===== src/hdl/strongly_connected_components_assert.svh =====
// Assertion macros shared by the strongly connected components design.
`ifndef STRONGLY_CONNECTED_COMPONENTS_ASSERT_SVH
`define STRONGLY_CONNECTED_COMPONENTS_ASSERT_SVH
`ifndef NO_ASSERTIONS
`define SCC_ASSERT(lbl, clk, rst, prop, msg) \
  lbl: assert property (@(posedge clk) disable iff (rst) prop) else $error(msg);
`define SCC_ASSERT_ALWAYS(lbl, clk, prop, msg) \
  lbl: assert property (@(posedge clk) prop) else $error(msg);
`else
`define SCC_ASSERT(lbl, clk, rst, prop, msg)
`define SCC_ASSERT_ALWAYS(lbl, clk, prop, msg)
`endif
`endif


===== src/hdl/scc_pkg.sv =====
// Package with constants, codes and command/status types of the component search.
package scc_pkg;
  localparam int MAX_VERTICES = 32;
  localparam int VW = $clog2(MAX_VERTICES);
  localparam int CW = VW + 1;

  localparam logic [1:0] MODE_CLEAR  = 2'd0;
  localparam logic [1:0] MODE_EDGE   = 2'd1;
  localparam logic [1:0] MODE_RUN    = 2'd2;
  localparam logic [1:0] MODE_UNUSED = 2'd3;

  typedef struct packed {
    logic clear;
    logic add_edge;
    logic start_run;
    logic scan_step;
    logic enter_w;
    logic enter_r;
    logic low_upd;
    logic pop_start;
    logic pop_one;
    logic ret_root;
    logic restore;
    logic r_inc;
    logic i_inc;
    logic emit;
  } cmd_t;

  typedef struct packed {
    logic w_ge_n;
    logic adj_bit;
    logic vis_w;
    logic onstk_w;
    logic low_eq;
    logic pop_end;
    logic fc_one;
    logic r_ge_n;
    logic vis_r;
    logic i_ge_n;
    logic leader_i;
    logic out_free;
  } sts_t;

  typedef struct packed {
    logic [VW-1:0] v;
    logic [CW-1:0] w;
    logic [CW-1:0] low;
    logic [CW-1:0] ord;
  } frame_t;
endpackage


===== src/hdl/scc_if.sv =====
// Handshake channel interfaces for input items and result items.
interface scc_in_if;
  import scc_pkg::*;
  logic          valid;
  logic          ready;
  logic [1:0]    mode;
  logic [VW-1:0] source_vertex;
  logic [VW-1:0] target_vertex;
  modport source (output valid, mode, source_vertex, target_vertex, input ready);
  modport sink (input valid, mode, source_vertex, target_vertex, output ready);
endinterface

interface scc_out_if;
  import scc_pkg::*;
  logic                    valid;
  logic                    ready;
  logic [MAX_VERTICES-1:0] member_mask;
  logic                    last_component;
  modport source (output valid, member_mask, last_component, input ready);
  modport sink (input valid, member_mask, last_component, output ready);
endinterface


===== src/hdl/scc_ctrl.sv =====
// Controller state machine sequencing clear, edge load, search and emission.
module scc_ctrl (
  input  logic          clk,
  input  logic          rst,
  input  logic          in_valid,
  input  logic [1:0]    in_mode,
  output logic          in_ready,
  input  scc_pkg::sts_t sts,
  output scc_pkg::cmd_t cmd
);
  import scc_pkg::*;

  localparam logic [3:0] S_IDLE = 4'd0;
  localparam logic [3:0] S_ROOT = 4'd1;
  localparam logic [3:0] S_SCAN = 4'd2;
  localparam logic [3:0] S_LOWCHK = 4'd3;
  localparam logic [3:0] S_POPRD = 4'd4;
  localparam logic [3:0] S_POP = 4'd5;
  localparam logic [3:0] S_RET = 4'd6;
  localparam logic [3:0] S_FRD = 4'd7;
  localparam logic [3:0] S_REST = 4'd8;
  localparam logic [3:0] S_ERD = 4'd9;
  localparam logic [3:0] S_EOUT = 4'd10;

  logic [3:0] state, state_next;

  always_ff @(posedge clk) begin
    if (rst) begin
      state <= S_IDLE;
    end else begin
      state <= state_next;
    end
  end

  always_comb begin
    cmd = '0;
    state_next = state;
    in_ready = 1'b0;
    unique case (state)
      S_IDLE: begin
        in_ready = 1'b1;
        if (in_valid) begin
          if (in_mode == MODE_CLEAR) cmd.clear = 1'b1;
          if (in_mode == MODE_EDGE) cmd.add_edge = 1'b1;
          if (in_mode == MODE_RUN) begin
            cmd.start_run = 1'b1;
            state_next = S_ROOT;
          end
        end
      end
      S_ROOT: begin
        priority if (sts.r_ge_n) begin
          state_next = S_ERD;
        end else if (sts.vis_r) begin
          cmd.r_inc = 1'b1;
        end else begin
          cmd.enter_r = 1'b1;
          cmd.r_inc = 1'b1;
          state_next = S_SCAN;
        end
      end
      S_SCAN: begin
        if (sts.w_ge_n) begin
          if (sts.low_eq) begin
            cmd.pop_start = 1'b1;
            state_next = S_POPRD;
          end else begin
            state_next = S_RET;
          end
        end else begin
          cmd.scan_step = 1'b1;
          if (sts.adj_bit) begin
            if (!sts.vis_w) cmd.enter_w = 1'b1;
            else if (sts.onstk_w) state_next = S_LOWCHK;
          end
        end
      end
      S_LOWCHK: begin
        cmd.low_upd = 1'b1;
        state_next = S_SCAN;
      end
      S_POPRD: state_next = S_POP;
      S_POP: begin
        cmd.pop_one = 1'b1;
        state_next = sts.pop_end ? S_RET : S_POPRD;
      end
      S_RET: begin
        if (sts.fc_one) begin
          cmd.ret_root = 1'b1;
          state_next = S_ROOT;
        end else begin
          state_next = S_FRD;
        end
      end
      S_FRD: state_next = S_REST;
      S_REST: begin
        cmd.restore = 1'b1;
        state_next = S_SCAN;
      end
      S_ERD: state_next = S_EOUT;
      S_EOUT: begin
        if (sts.i_ge_n) begin
          state_next = S_IDLE;
        end else if (!sts.leader_i) begin
          cmd.i_inc = 1'b1;
          state_next = S_ERD;
        end else if (sts.out_free) begin
          cmd.emit = 1'b1;
          cmd.i_inc = 1'b1;
          state_next = S_ERD;
        end
      end
      default: state_next = S_IDLE;
    endcase
  end
endmodule


===== src/hdl/scc_dp.sv =====
// Datapath: adjacency matrix, search stacks, per-vertex memories and output register.
module scc_dp (
  input  logic                           clk,
  input  logic                           rst,
  input  logic                           cfg_we,
  input  logic [scc_pkg::CW-1:0]         cfg_wdata,
  input  logic [scc_pkg::VW-1:0]         src,
  input  logic [scc_pkg::VW-1:0]         dst,
  input  scc_pkg::cmd_t                  cmd,
  output scc_pkg::sts_t                  sts,
  output logic                           out_valid,
  input  logic                           out_ready,
  output logic [scc_pkg::MAX_VERTICES-1:0] out_mask,
  output logic                           out_last
);
  import scc_pkg::*;
  `include "strongly_connected_components_assert.svh"

  logic [CW-1:0]           vcount;
  logic [CW-1:0]           n;
  logic [MAX_VERTICES-1:0] adj [MAX_VERTICES];
  logic [MAX_VERTICES-1:0] vis, onstk, leader;
  logic [CW-1:0]           cnt, sp, fc, r, i;
  logic [VW-1:0]           cur_v;
  logic [CW-1:0]           cur_w, cur_low, cur_ord;
  logic [MAX_VERTICES-1:0] pmask;
  logic [VW-1:0]           pmin;

  logic [CW-1:0]           order_mem [MAX_VERTICES];
  frame_t                  frame_mem [MAX_VERTICES];
  logic [VW-1:0]           cst_mem [MAX_VERTICES];
  logic [MAX_VERTICES-1:0] mask_mem [MAX_VERTICES];
  logic [CW-1:0]           order_q;
  frame_t                  frame_q;
  logic [VW-1:0]           cst_q;
  logic [MAX_VERTICES-1:0] mask_q;

  logic                    entering;
  logic [VW-1:0]           ent_x;
  logic [MAX_VERTICES-1:0] pmask_n;
  logic [VW-1:0]           pmin_n;
  logic [MAX_VERTICES-1:0] above_i;
  frame_t                  push_f;

  assign n = (vcount > CW'(MAX_VERTICES)) ? CW'(MAX_VERTICES) : vcount;
  assign entering = cmd.enter_w | cmd.enter_r;
  assign ent_x = cmd.enter_r ? r[VW-1:0] : cur_w[VW-1:0];
  assign pmask_n = pmask | (MAX_VERTICES'(1) << cst_q);
  assign pmin_n = (cst_q < pmin) ? cst_q : pmin;
  assign above_i = (leader >> i[VW-1:0]) >> 1;
  assign push_f = '{v: cur_v, w: cur_w + CW'(1), low: cur_low, ord: cur_ord};

  always_comb begin
    sts.w_ge_n = cur_w >= n;
    sts.adj_bit = adj[cur_v][cur_w[VW-1:0]];
    sts.vis_w = vis[cur_w[VW-1:0]];
    sts.onstk_w = onstk[cur_w[VW-1:0]];
    sts.low_eq = cur_low == cur_ord;
    sts.pop_end = (cst_q == cur_v) || (sp == CW'(1));
    sts.fc_one = fc == CW'(1);
    sts.r_ge_n = r >= n;
    sts.vis_r = vis[r[VW-1:0]];
    sts.i_ge_n = i >= n;
    sts.leader_i = leader[i[VW-1:0]];
    sts.out_free = !out_valid || out_ready;
  end

  // Control state with reset.
  always_ff @(posedge clk) begin
    if (rst) begin
      vcount <= CW'(MAX_VERTICES);
      for (int k = 0; k < MAX_VERTICES; k++) adj[k] <= '0;
      vis <= '0;
      onstk <= '0;
      leader <= '0;
      cnt <= '0;
      sp <= '0;
      fc <= '0;
      r <= '0;
      i <= '0;
      out_valid <= 1'b0;
    end else begin
      if (cfg_we) vcount <= cfg_wdata;
      if (cmd.clear) begin
        for (int k = 0; k < MAX_VERTICES; k++) adj[k] <= '0;
      end
      if (cmd.add_edge) adj[src][dst] <= 1'b1;
      if (cmd.start_run) begin
        vis <= '0;
        onstk <= '0;
        leader <= '0;
        cnt <= '0;
        sp <= '0;
        fc <= '0;
        r <= '0;
        i <= '0;
      end
      if (entering) begin
        vis[ent_x] <= 1'b1;
        onstk[ent_x] <= 1'b1;
        sp <= sp + CW'(1);
        cnt <= cnt + CW'(1);
        fc <= cmd.enter_r ? CW'(1) : fc + CW'(1);
      end
      if (cmd.pop_one) begin
        onstk[cst_q] <= 1'b0;
        sp <= sp - CW'(1);
        if (sts.pop_end) leader[pmin_n] <= 1'b1;
      end
      if (cmd.ret_root) fc <= '0;
      if (cmd.restore) fc <= fc - CW'(1);
      if (cmd.r_inc) r <= r + CW'(1);
      if (cmd.i_inc) i <= i + CW'(1);
      if (out_valid && out_ready) out_valid <= 1'b0;
      if (cmd.emit) out_valid <= 1'b1;
    end
  end

  // Payload registers.
  always_ff @(posedge clk) begin
    if (cmd.scan_step) cur_w <= cur_w + CW'(1);
    if (entering) begin
      cur_v <= ent_x;
      cur_w <= '0;
      cur_low <= cnt;
      cur_ord <= cnt;
    end
    if (cmd.low_upd && order_q < cur_low) cur_low <= order_q;
    if (cmd.pop_start) begin
      pmask <= '0;
      pmin <= '1;
    end
    if (cmd.pop_one) begin
      pmask <= pmask_n;
      pmin <= pmin_n;
    end
    if (cmd.restore) begin
      cur_v <= frame_q.v;
      cur_w <= frame_q.w;
      cur_ord <= frame_q.ord;
      cur_low <= (cur_low < frame_q.low) ? cur_low : frame_q.low;
    end
    if (cmd.emit) begin
      out_mask <= mask_q;
      out_last <= above_i == '0;
    end
  end

  // Memories, one write and one registered read each.
  always_ff @(posedge clk) begin
    if (entering) begin
      order_mem[ent_x] <= cnt;
      cst_mem[sp[VW-1:0]] <= ent_x;
    end
    if (cmd.enter_w) frame_mem[VW'(fc - CW'(1))] <= push_f;
    if (cmd.pop_one && sts.pop_end) mask_mem[pmin_n] <= pmask_n;
    order_q <= order_mem[cur_w[VW-1:0]];
    frame_q <= frame_mem[VW'(fc - CW'(2))];
    cst_q <= cst_mem[VW'(sp - CW'(1))];
    mask_q <= mask_mem[i[VW-1:0]];
  end

  // Once a component is popped, its root frame stays counted until the return step.
  `SCC_ASSERT(a_stack_count, clk, rst, $countones(onstk) == 32'(sp), "stack depth mismatch")
  `SCC_ASSERT(a_onstk_visited, clk, rst, (onstk & ~vis) == '0, "stacked vertex not visited")
  `SCC_ASSERT_ALWAYS(a_frames_le_stack, clk, rst || fc <= sp + CW'(1), "too many frames")
endmodule


===== src/hdl/strongly_connected_components.sv =====
// Top level of the strongly connected component search block.
//
//  channel | direction | fields                                 | handshake
//  req     | in        | mode, source_vertex, target_vertex     | valid/ready
//  rsp     | out       | member_mask, last_component            | valid/ready
//  cfg     | in        | cfg_wdata (vertex_count)               | cfg_we only
//
// A clear or an edge item is taken as soon as it is offered while idle. A run item
// holds the input off until the depth first scan and the emission scan are done. The
// depth first scan tests one adjacency bit per cycle, but pauses for pops, returns and
// for a low-link update on each edge that leads back to a vertex still on the stack.
// Reset is synchronous and clears the adjacency matrix and all control state.
// Results wait in an output register; the emission scan pauses while it is full.
module strongly_connected_components (
  input  logic                   clk,
  input  logic                   rst,
  input  logic                   cfg_we,
  input  logic [scc_pkg::CW-1:0] cfg_wdata,
  scc_in_if.sink                 req,
  scc_out_if.source              rsp
);
  import scc_pkg::*;

  cmd_t cmd;
  sts_t sts;

  // The controller sees only status bits and the mode of the offered item.
  scc_ctrl u_ctrl (
    .clk      (clk),
    .rst      (rst),
    .in_valid (req.valid),
    .in_mode  (req.mode),
    .in_ready (req.ready),
    .sts      (sts),
    .cmd      (cmd)
  );

  // The datapath holds the graph, the search state and the result register.
  scc_dp u_dp (
    .clk       (clk),
    .rst       (rst),
    .cfg_we    (cfg_we),
    .cfg_wdata (cfg_wdata),
    .src       (req.source_vertex),
    .dst       (req.target_vertex),
    .cmd       (cmd),
    .sts       (sts),
    .out_valid (rsp.valid),
    .out_ready (rsp.ready),
    .out_mask  (rsp.member_mask),
    .out_last  (rsp.last_component)
  );
endmodule

===== src/flat_wrapper.sv =====
// flat-port wrapper written by rule: the top's interface ports become plain ports
module strongly_connected_components_flat import scc_pkg::*;
  (clk, rst, cfg_we, cfg_wdata, req_valid, req_mode, req_source_vertex, req_target_vertex, req_ready, rsp_valid, rsp_member_mask, rsp_last_component, rsp_ready);
  scc_in_if req_i ();
  scc_out_if rsp_i ();
  input  logic clk;
  input  logic rst;
  input  logic cfg_we;
  input  logic [scc_pkg::CW-1:0] cfg_wdata;
  input wire logic [$bits(req_i.valid)-1:0] req_valid;
  input wire logic [$bits(req_i.mode)-1:0] req_mode;
  input wire logic [$bits(req_i.source_vertex)-1:0] req_source_vertex;
  input wire logic [$bits(req_i.target_vertex)-1:0] req_target_vertex;
  output wire logic [$bits(req_i.ready)-1:0] req_ready;
  output wire logic [$bits(rsp_i.valid)-1:0] rsp_valid;
  output wire logic [$bits(rsp_i.member_mask)-1:0] rsp_member_mask;
  output wire logic [$bits(rsp_i.last_component)-1:0] rsp_last_component;
  input wire logic [$bits(rsp_i.ready)-1:0] rsp_ready;
  assign req_i.valid = req_valid;
  assign req_i.mode = req_mode;
  assign req_i.source_vertex = req_source_vertex;
  assign req_i.target_vertex = req_target_vertex;
  assign req_ready = req_i.ready;
  assign rsp_valid = rsp_i.valid;
  assign rsp_member_mask = rsp_i.member_mask;
  assign rsp_last_component = rsp_i.last_component;
  assign rsp_i.ready = rsp_ready;
  strongly_connected_components u_core (.clk(clk), .rst(rst), .cfg_we(cfg_we), .cfg_wdata(cfg_wdata), .req(req_i), .rsp(rsp_i));
endmodule

===== config.mk =====
export PLATFORM = sky130hd
export DESIGN_NAME = strongly_connected_components_flat
export DESIGN_NICKNAME = d
export VERILOG_FILES = /design/src/hdl/scc_pkg.sv /design/src/hdl/scc_if.sv /design/src/hdl/scc_ctrl.sv /design/src/hdl/scc_dp.sv /design/src/hdl/strongly_connected_components.sv /design/src/flat_wrapper.sv
export VERILOG_INCLUDE_DIRS = /design/src /design/src/hdl
export SDC_FILE = /design/constraint.sdc
export NUM_CORES = 2
export LEC_CHECK = 0
export BUFFER_PORTS_ARGS = -buffer_cell sky130_fd_sc_hd__buf_2
export CELL_PAD_IN_SITES_DETAIL_PLACEMENT = 2
export CELL_PAD_IN_SITES_GLOBAL_PLACEMENT = 2
export CORE_MARGIN = 1.5
export CORE_UTILIZATION = 45
export DETAILED_ROUTE_END_ITERATION = 10
export GPL_ROUTABILITY_DRIVEN = 0
export GPL_TIMING_DRIVEN = 0
export PLACE_DENSITY_LB_ADDON = 0.1
export SLEW_MARGIN = 20
export SYNTH_ARGS = -nofsm -noshare
export SYNTH_HDL_FRONTEND = slang
export SYNTH_HIERARCHICAL = 1
export SYNTH_SLANG_ARGS = --single-unit

===== constraint.sdc =====
create_clock -name clk -period 10.9 [get_ports clk]
set_clock_uncertainty 0.2 [all_clocks]
set_input_delay 1.09 -clock clk [delete_from_list [all_inputs] [get_ports clk]]
set_output_delay 1.09 -clock clk [all_outputs]
set_load 0.05 [all_outputs]

; ---- Word level (Yosys, flattened, before mapping)
; Memory sizes are Yosys's and may differ from the RTL's. A register that Yosys moved wholly into a read port is not among the register bits.
; Cells that the tools add are included.
[totals]
ramBits = 3136
register_bits = 230
out_inout_bits = 35
elab_cells = 295
n_memories = 5
input_bits = 23
[mem_list]
columns = name, depth, word_bits, read_ports, rd_ports_with_merged_regs, wr, line_no
row1 = u_core.u_dp.adj, 32, 32, 1, 1, 32, scc_dp.sv:21  ; logic [MAX_VERTICES-1:0] adj [MAX_VERTICES];
row2 = u_core.u_dp.mask_mem, 32, 32, 1, 1, 1, scc_dp.sv:32  ; logic [MAX_VERTICES-1:0] mask_mem [MAX_VERTICES];
row3 = u_core.u_dp.frame_mem, 32, 23, 1, 1, 1, scc_dp.sv:30  ; frame_t frame_mem [MAX_VERTICES];
row4 = u_core.u_dp.order_mem, 32, 6, 1, 1, 1, scc_dp.sv:29  ; logic [CW-1:0] order_mem [MAX_VERTICES];
row5 = u_core.u_dp.cst_mem, 32, 5, 1, 1, 1, scc_dp.sv:31  ; logic [VW-1:0] cst_mem [MAX_VERTICES];
[classes]
magnitude_cmp = 18
n_mux = 152
n_bitwise = 39
reduce_logical = 27
n_eq_ne = 24
n_addsub = 9
shifts = 2
[ops]
columns = operator, count
row1 = 32-bit 2-to-1 mux, 49
row2 = 32-bit OR, 4
row3 = 6-bit 2-to-1 mux, 19
row4 = 1-bit 2-to-1 mux, 45
row5 = 4-bit 2-to-1 mux, 11
row6 = 5-bit by 6-bit less-than comparator with 1-bit output (second input constant), 7
row7 = 5-bit 2-to-1 mux, 8
row8 = 4-bit case mux with 10 select lines, 1
row9 = 6-bit by 1-bit adder with 6-bit output (second input constant), 6
row10 = 1-bit OR, 33
row11 = 32-bit bitwise AND, 1
row12 = 32-bit logical NOT, 1
row13 = 32-bit inverter, 1
row14 = 32-bit OR reduction, 1
row15 = 1-bit by 5-bit << shifter with 32-bit output (first input constant), 1
row16 = 32-bit by 5-bit right shift with 32-bit output, 1
row17 = 1-bit binary-select mux with 5-bit select, 5
row18 = 1-bit demux with 5-bit select, 4
row19 = 5-bit by 1-bit >= comparator with 1-bit output (second input constant), 4
row20 = 6-bit >= comparator, 3
row21 = 4-bit by 3-bit == test with 1-bit output (second input constant), 4
row22 = 2-bit 2-to-1 mux, 7
row23 = 4-bit == test (second input constant), 3
row24 = 6-bit by 1-bit == test with 1-bit output (second input constant), 2
row25 = 27 further kinds, 50

; ---- Depth between registers and ports, before layout
[depth]
depth_word = 15
depth_mapped = 22
depth_no_buf = 17

; ---- Hierarchy
; Netlist, hierarchy kept.
[by_module_without_submodules]
columns = module, instances, area_each_um2, cells_each
row1 = scc_dp, 1, 133399.2, 8644
row2 = scc_ctrl, 1, 525.5, 67

; ---- Worst setup path after synthesis
; OpenSTA, ideal clock, no wires.
[synth_path]
path_kind = reg2reg
start = reg u_core.u_dp.r[0]
end = mem u_core/u_dp/order_mem[10][0] (netlist bit) (enable)
required_time_ns = 10.385
t_arrival_ns = 4.857
setup_time_ns = 0.315
setup_slack_ns = 5.528
stages_incl_launch_ff = 18
cell_sequence = dfxtp_1 > buf_1 > inv_1 > ha_1 > nand2b_1 > a21o_1 > a21o_1 > a21oi_1 > nor2b_1 > o21ai_0 > nand2b_1 > nor4_1 > nor2b_1 > clkbuf_1 > o21ai_0 > nor3_1 > nand2_1 > inv_1
[synth_rtl]
columns = item, line_no
row1 = start: declaration, scc_dp.sv:23  ; logic [CW-1:0] cnt, sp, fc, r, i;
row2 = start signal: assignment, scc_dp.sv:112  ; if (cmd.r_inc) r <= r + CW'(1);
row3 = end: declaration, scc_dp.sv:29

==> metrics.txt <==
Peak VDD IR=0.209 mV; Clk pwr share=35.5%; worst path cell trace=clkbuf_1, clkinv_1, clkbuf_1, clkbuf_2, a211oi_1, o22ai_1, nor4_1, a31oi_1, mux2i_1, mux2i_1, nor4b_1, clkbuf_1, or2_2, clkbuf_1, nor2_1, inv_1, o32a_1; Post-synth EDFFs=2205; Overflow after GRT=0; max frequency=96.9 MHz; Crit path depth=17; Core Region=0.297 mm^2; detailed-route DRC error count=0; RSZ-0062 raised after global routing=no; vias per std cell=6.45; final hold violation count=0; status=complete, no violations; Clock Sinks=3437; Lkg Pwr=49.3 nW; top_reg_cell synth=edfxtp_1; Crit. End Element=flip-flop; Synthesis Warnings=6; Worst Tran Pin Value=1290 ps; layout net count=9346; Syn Area/Cell=15.4 um^2; Worst R2R Path Depth=17; Wirelength per Cell=39.6 um; drt first-iter violations=9756; cell count of the worst hold path=3; Die Width=549 um; RR Endpoint=u_core/u_dp/cur_low[1]; multi-input logic area=0.0409 mm^2; most used cell, CP=clkbuf_1; vias in the first global route=92800; Slew Viols, Final=0; Initial Util=45.2%; gr usage total=35.3%; Hold Path Origin=cfg_wdata[5]; syn_nets=8784; CTS clk-pin slew, worst paths=60 ps; CTS tree=done; die area=0.301 mm^2; Area Overhead vs Synth=15.4%; clk_lat worst skew=970 ps; Critical Path RT=11350 ps; Crit Path Class=flip-flop to flip-flop; HP Class=primary input to flip-flop; Top Ports=58; Critical Path Start Type=flip-flop; Final Cycle Share=94.6%; initial antenna violation count=30; CP arrival=10770 ps; largest net degree at the start of global routing=38; dpl hpwl=366000 um; hold path endpoint=u_core/u_dp/vcount[5]; fill cell count=26700; Pwr per Cell Area=232 mW/mm^2; Num CTS Buffers=365; Slowest-stage cell, CP=nor2_1; Synth cell types=79; Vert. Die Dim=549 um; number of synthesized register bits=3437; total power=35.8 mW; IO Port Bufs=55; post-route ant nets=0; CP max stage delay=1000 ps; Post-Syn Area=0.134 mm^2; switching power=11.7 mW; setup TNS=0 ps; register share of total power=41.4%; CTS H-tree depth=5; min Tclk post-route=10320 ps; setup violators final=0; total length of routed wires=536000 um; max_cap viols=0; CP top delay family=buffers and inverters; sequential area share after synthesis=67.9%; PostCTS Resize Cnt=0; Row Count=200; DRT Pass-1 Iters=5; detailed-route via count=87400; internal reg-to-reg setup slack=580 ps; deepest clock path buffer count=4; synthesized netlist cell count=8711; Worst Path Buf+Inv=7; Pint=24.1 mW; postcts setup bufs=0; Root Driver=clkbuf_16; sw frac=32.8%; Comb pwr share=23.1%; CP Max Fanout=13; Slew HR=14.0%; Synth async-reset ratio=0%; hold_buf cts=0; first-pass GRT wire length=743000 um; footprint of the flip-flops and latches=0.0909 mm^2; layout cell share with drive strength beyond 1=20.9%
-- area by class of cell --
cell class	count	area share, %
Buffer	631	1.70
Inverter	81	0.197
Multi-Input combinational cell	4562	26.5
Timing Repair Buffer	195	1.90
Antenna cell	16	0.0259
Tap cell	3939	3.19
Sequential cell	3437	58.8
Clock buffer	532	6.79
Clock inverter	147	0.959
-- worst max-delay path by stage --
stage / start / slack [ps] / to
finish: flip-flop / 580 / u_core/u_dp/cur_low[1]
global route: flip-flop / 940 / u_core/u_dp/cur_low[1]
CTS: flip-flop / 1140 / u_core/u_dp/cur_low[1]
detailed placement: flip-flop / 1410 / u_core/u_dp/cur_low[1]
global placement: flip-flop / -270 / u_core/u_dp/frame_mem[18][5]
floorplan: u_core/u_dp/r[0] / 5530 / u_core/u_dp/order_mem[10][0]
-- synthesized netlist by cell type (42+ instances only) --
cell	instances	share of area [%]
a21o_1	46	0.26
a21oi_1	137	0.51
a221oi_1	42	0.27
a22o_1	134	0.88
and2_1	57	0.27
buf_1	79	0.22
clkbuf_1	497	1.4
dfxtp_1	1232	18
edfxtp_1	2205	49
ha_1	50	0.47
inv_1	76	0.21
mux2_2	71	0.60
mux2i_1	161	1.2
mux4_2	893	15
nand2_1	1191	3.3
nand2b_1	84	0.39
nor2_1	259	0.73
nor2b_1	65	0.30
nor3_1	63	0.24
o21ai_0	938	3.5
o22ai_1	56	0.26
-- per-stage QoR --
stage | setup slack [ps] | hold WS [ps] | area, um^2 | utilization (%) | std cells
after floorplan | 5530 | 186 | 134000 | - | 8711
after global placement | -268 | 190 | 139000 | 46.9 | 12700
after detailed placement | 1410 | 190 | 142000 | 48.0 | 12800
after CTS | 1140 | 119 | 154000 | 52.0 | 13500
after global routing | 942 | 152 | 155000 | 52.1 | 13500
final | 583 | 173 | 155000 | 52.1 | 13500
-- logic make-up (layout without fill, tap and decap cells) --
logic type | count (synthesis) | in the layout | share of synthesized area (%)
flip-flops | 3437 | 3437 | 67.9
AND/OR/NAND/NOR | 1849 | 1849 | 5.91
other | 0 | 16 | 0
adder cells (fa/ha/maj) | 50 | 50 | 0.467
XOR/XNOR | 30 | 30 | 0.196
buffers and inverters | 712 | 1586 | 2.10
AO/OA/AOI/OAI | 1507 | 1507 | 6.64
multiplexers | 1126 | 1126 | 16.8
-- metal layers --
layer  track usage (%)  vias to the layer above  share of wire [%]
met3              6.71                     1199                7.8
met1              44.9                    47200                 38
met4              15.6                       22                5.1
met2              58.9                     4481                 49
met5                 0                        -              0.027
li1                  -                    34500                  -
-- flip-flops by register name, indices dropped and copies added (netlist names), 160 cells and up, named ones only --
signal and count:
u_core/u_dp/cst_mem 160, u_core/u_dp/adj 1024, u_core/u_dp/frame_mem 736, u_core/u_dp/mask_mem 1024, u_core/u_dp/order_mem 192
-- worst register-to-register path, cell delays in order (launching register included) --
cell	delay, ps
dfxtp_1	310
clkbuf_1	700
clkinv_1	850
clkbuf_1	620
clkbuf_2	600
a211oi_1	910
o22ai_1	390
nor4_1	590
a31oi_1	280
mux2i_1	490
mux2i_1	390
nor4b_1	270
clkbuf_1	400
or2_2	420
clkbuf_1	310
nor2_1	1000
inv_1	800
o32a_1	520
-- cell usage in the layout, fill, tap and decap left out, types with 25 or more instances in the layout --
master	synthesis	final
edfxtp_1	2205	2205
dfxtp_1	1232	1226
nand2_1	1191	1191
o21ai_0	938	937
mux4_2	893	893
clkbuf_1	497	541
clkbuf_16	0	375
nor2_1	259	191
mux2i_1	161	161
a21oi_1	137	137
a22o_1	134	134
buf_2	29	111
nand2b_1	84	84
clkbuf_2	0	73
inv_1	76	71
mux2_2	71	71
buf_12	0	69
nor2_4	0	65
nor2b_1	65	64
clkinv_2	0	62
and2_1	57	57
o22ai_1	56	56
nor3_1	63	54
clkbuf_8	0	52
ha_1	50	49
a221oi_1	42	42
buf_1	79	40
clkinv_1	4	38
nand3_1	34	34
buf_4	24	33
a211oi_1	32	32
o221ai_1	32	32
buf_16	0	27
a22oi_1	25	25
a21o_2	0	25
-- power by group through the flow --
stage / logic [mW] / registers, mW / clock network [mW]
2_1_floorplan: 3.85 / 15.0 / 0
3_3_place_gp: 7.15 / 15.2 / 0
3_5_place_dp: 7.77 / 15.2 / 0
4_1_cts: 7.88 / 14.9 / 12.9
5_1_grt: 8.32 / 14.8 / 13.3
6_report: 8.28 / 14.8 / 12.7
Power figures use the tool's default switching activity.
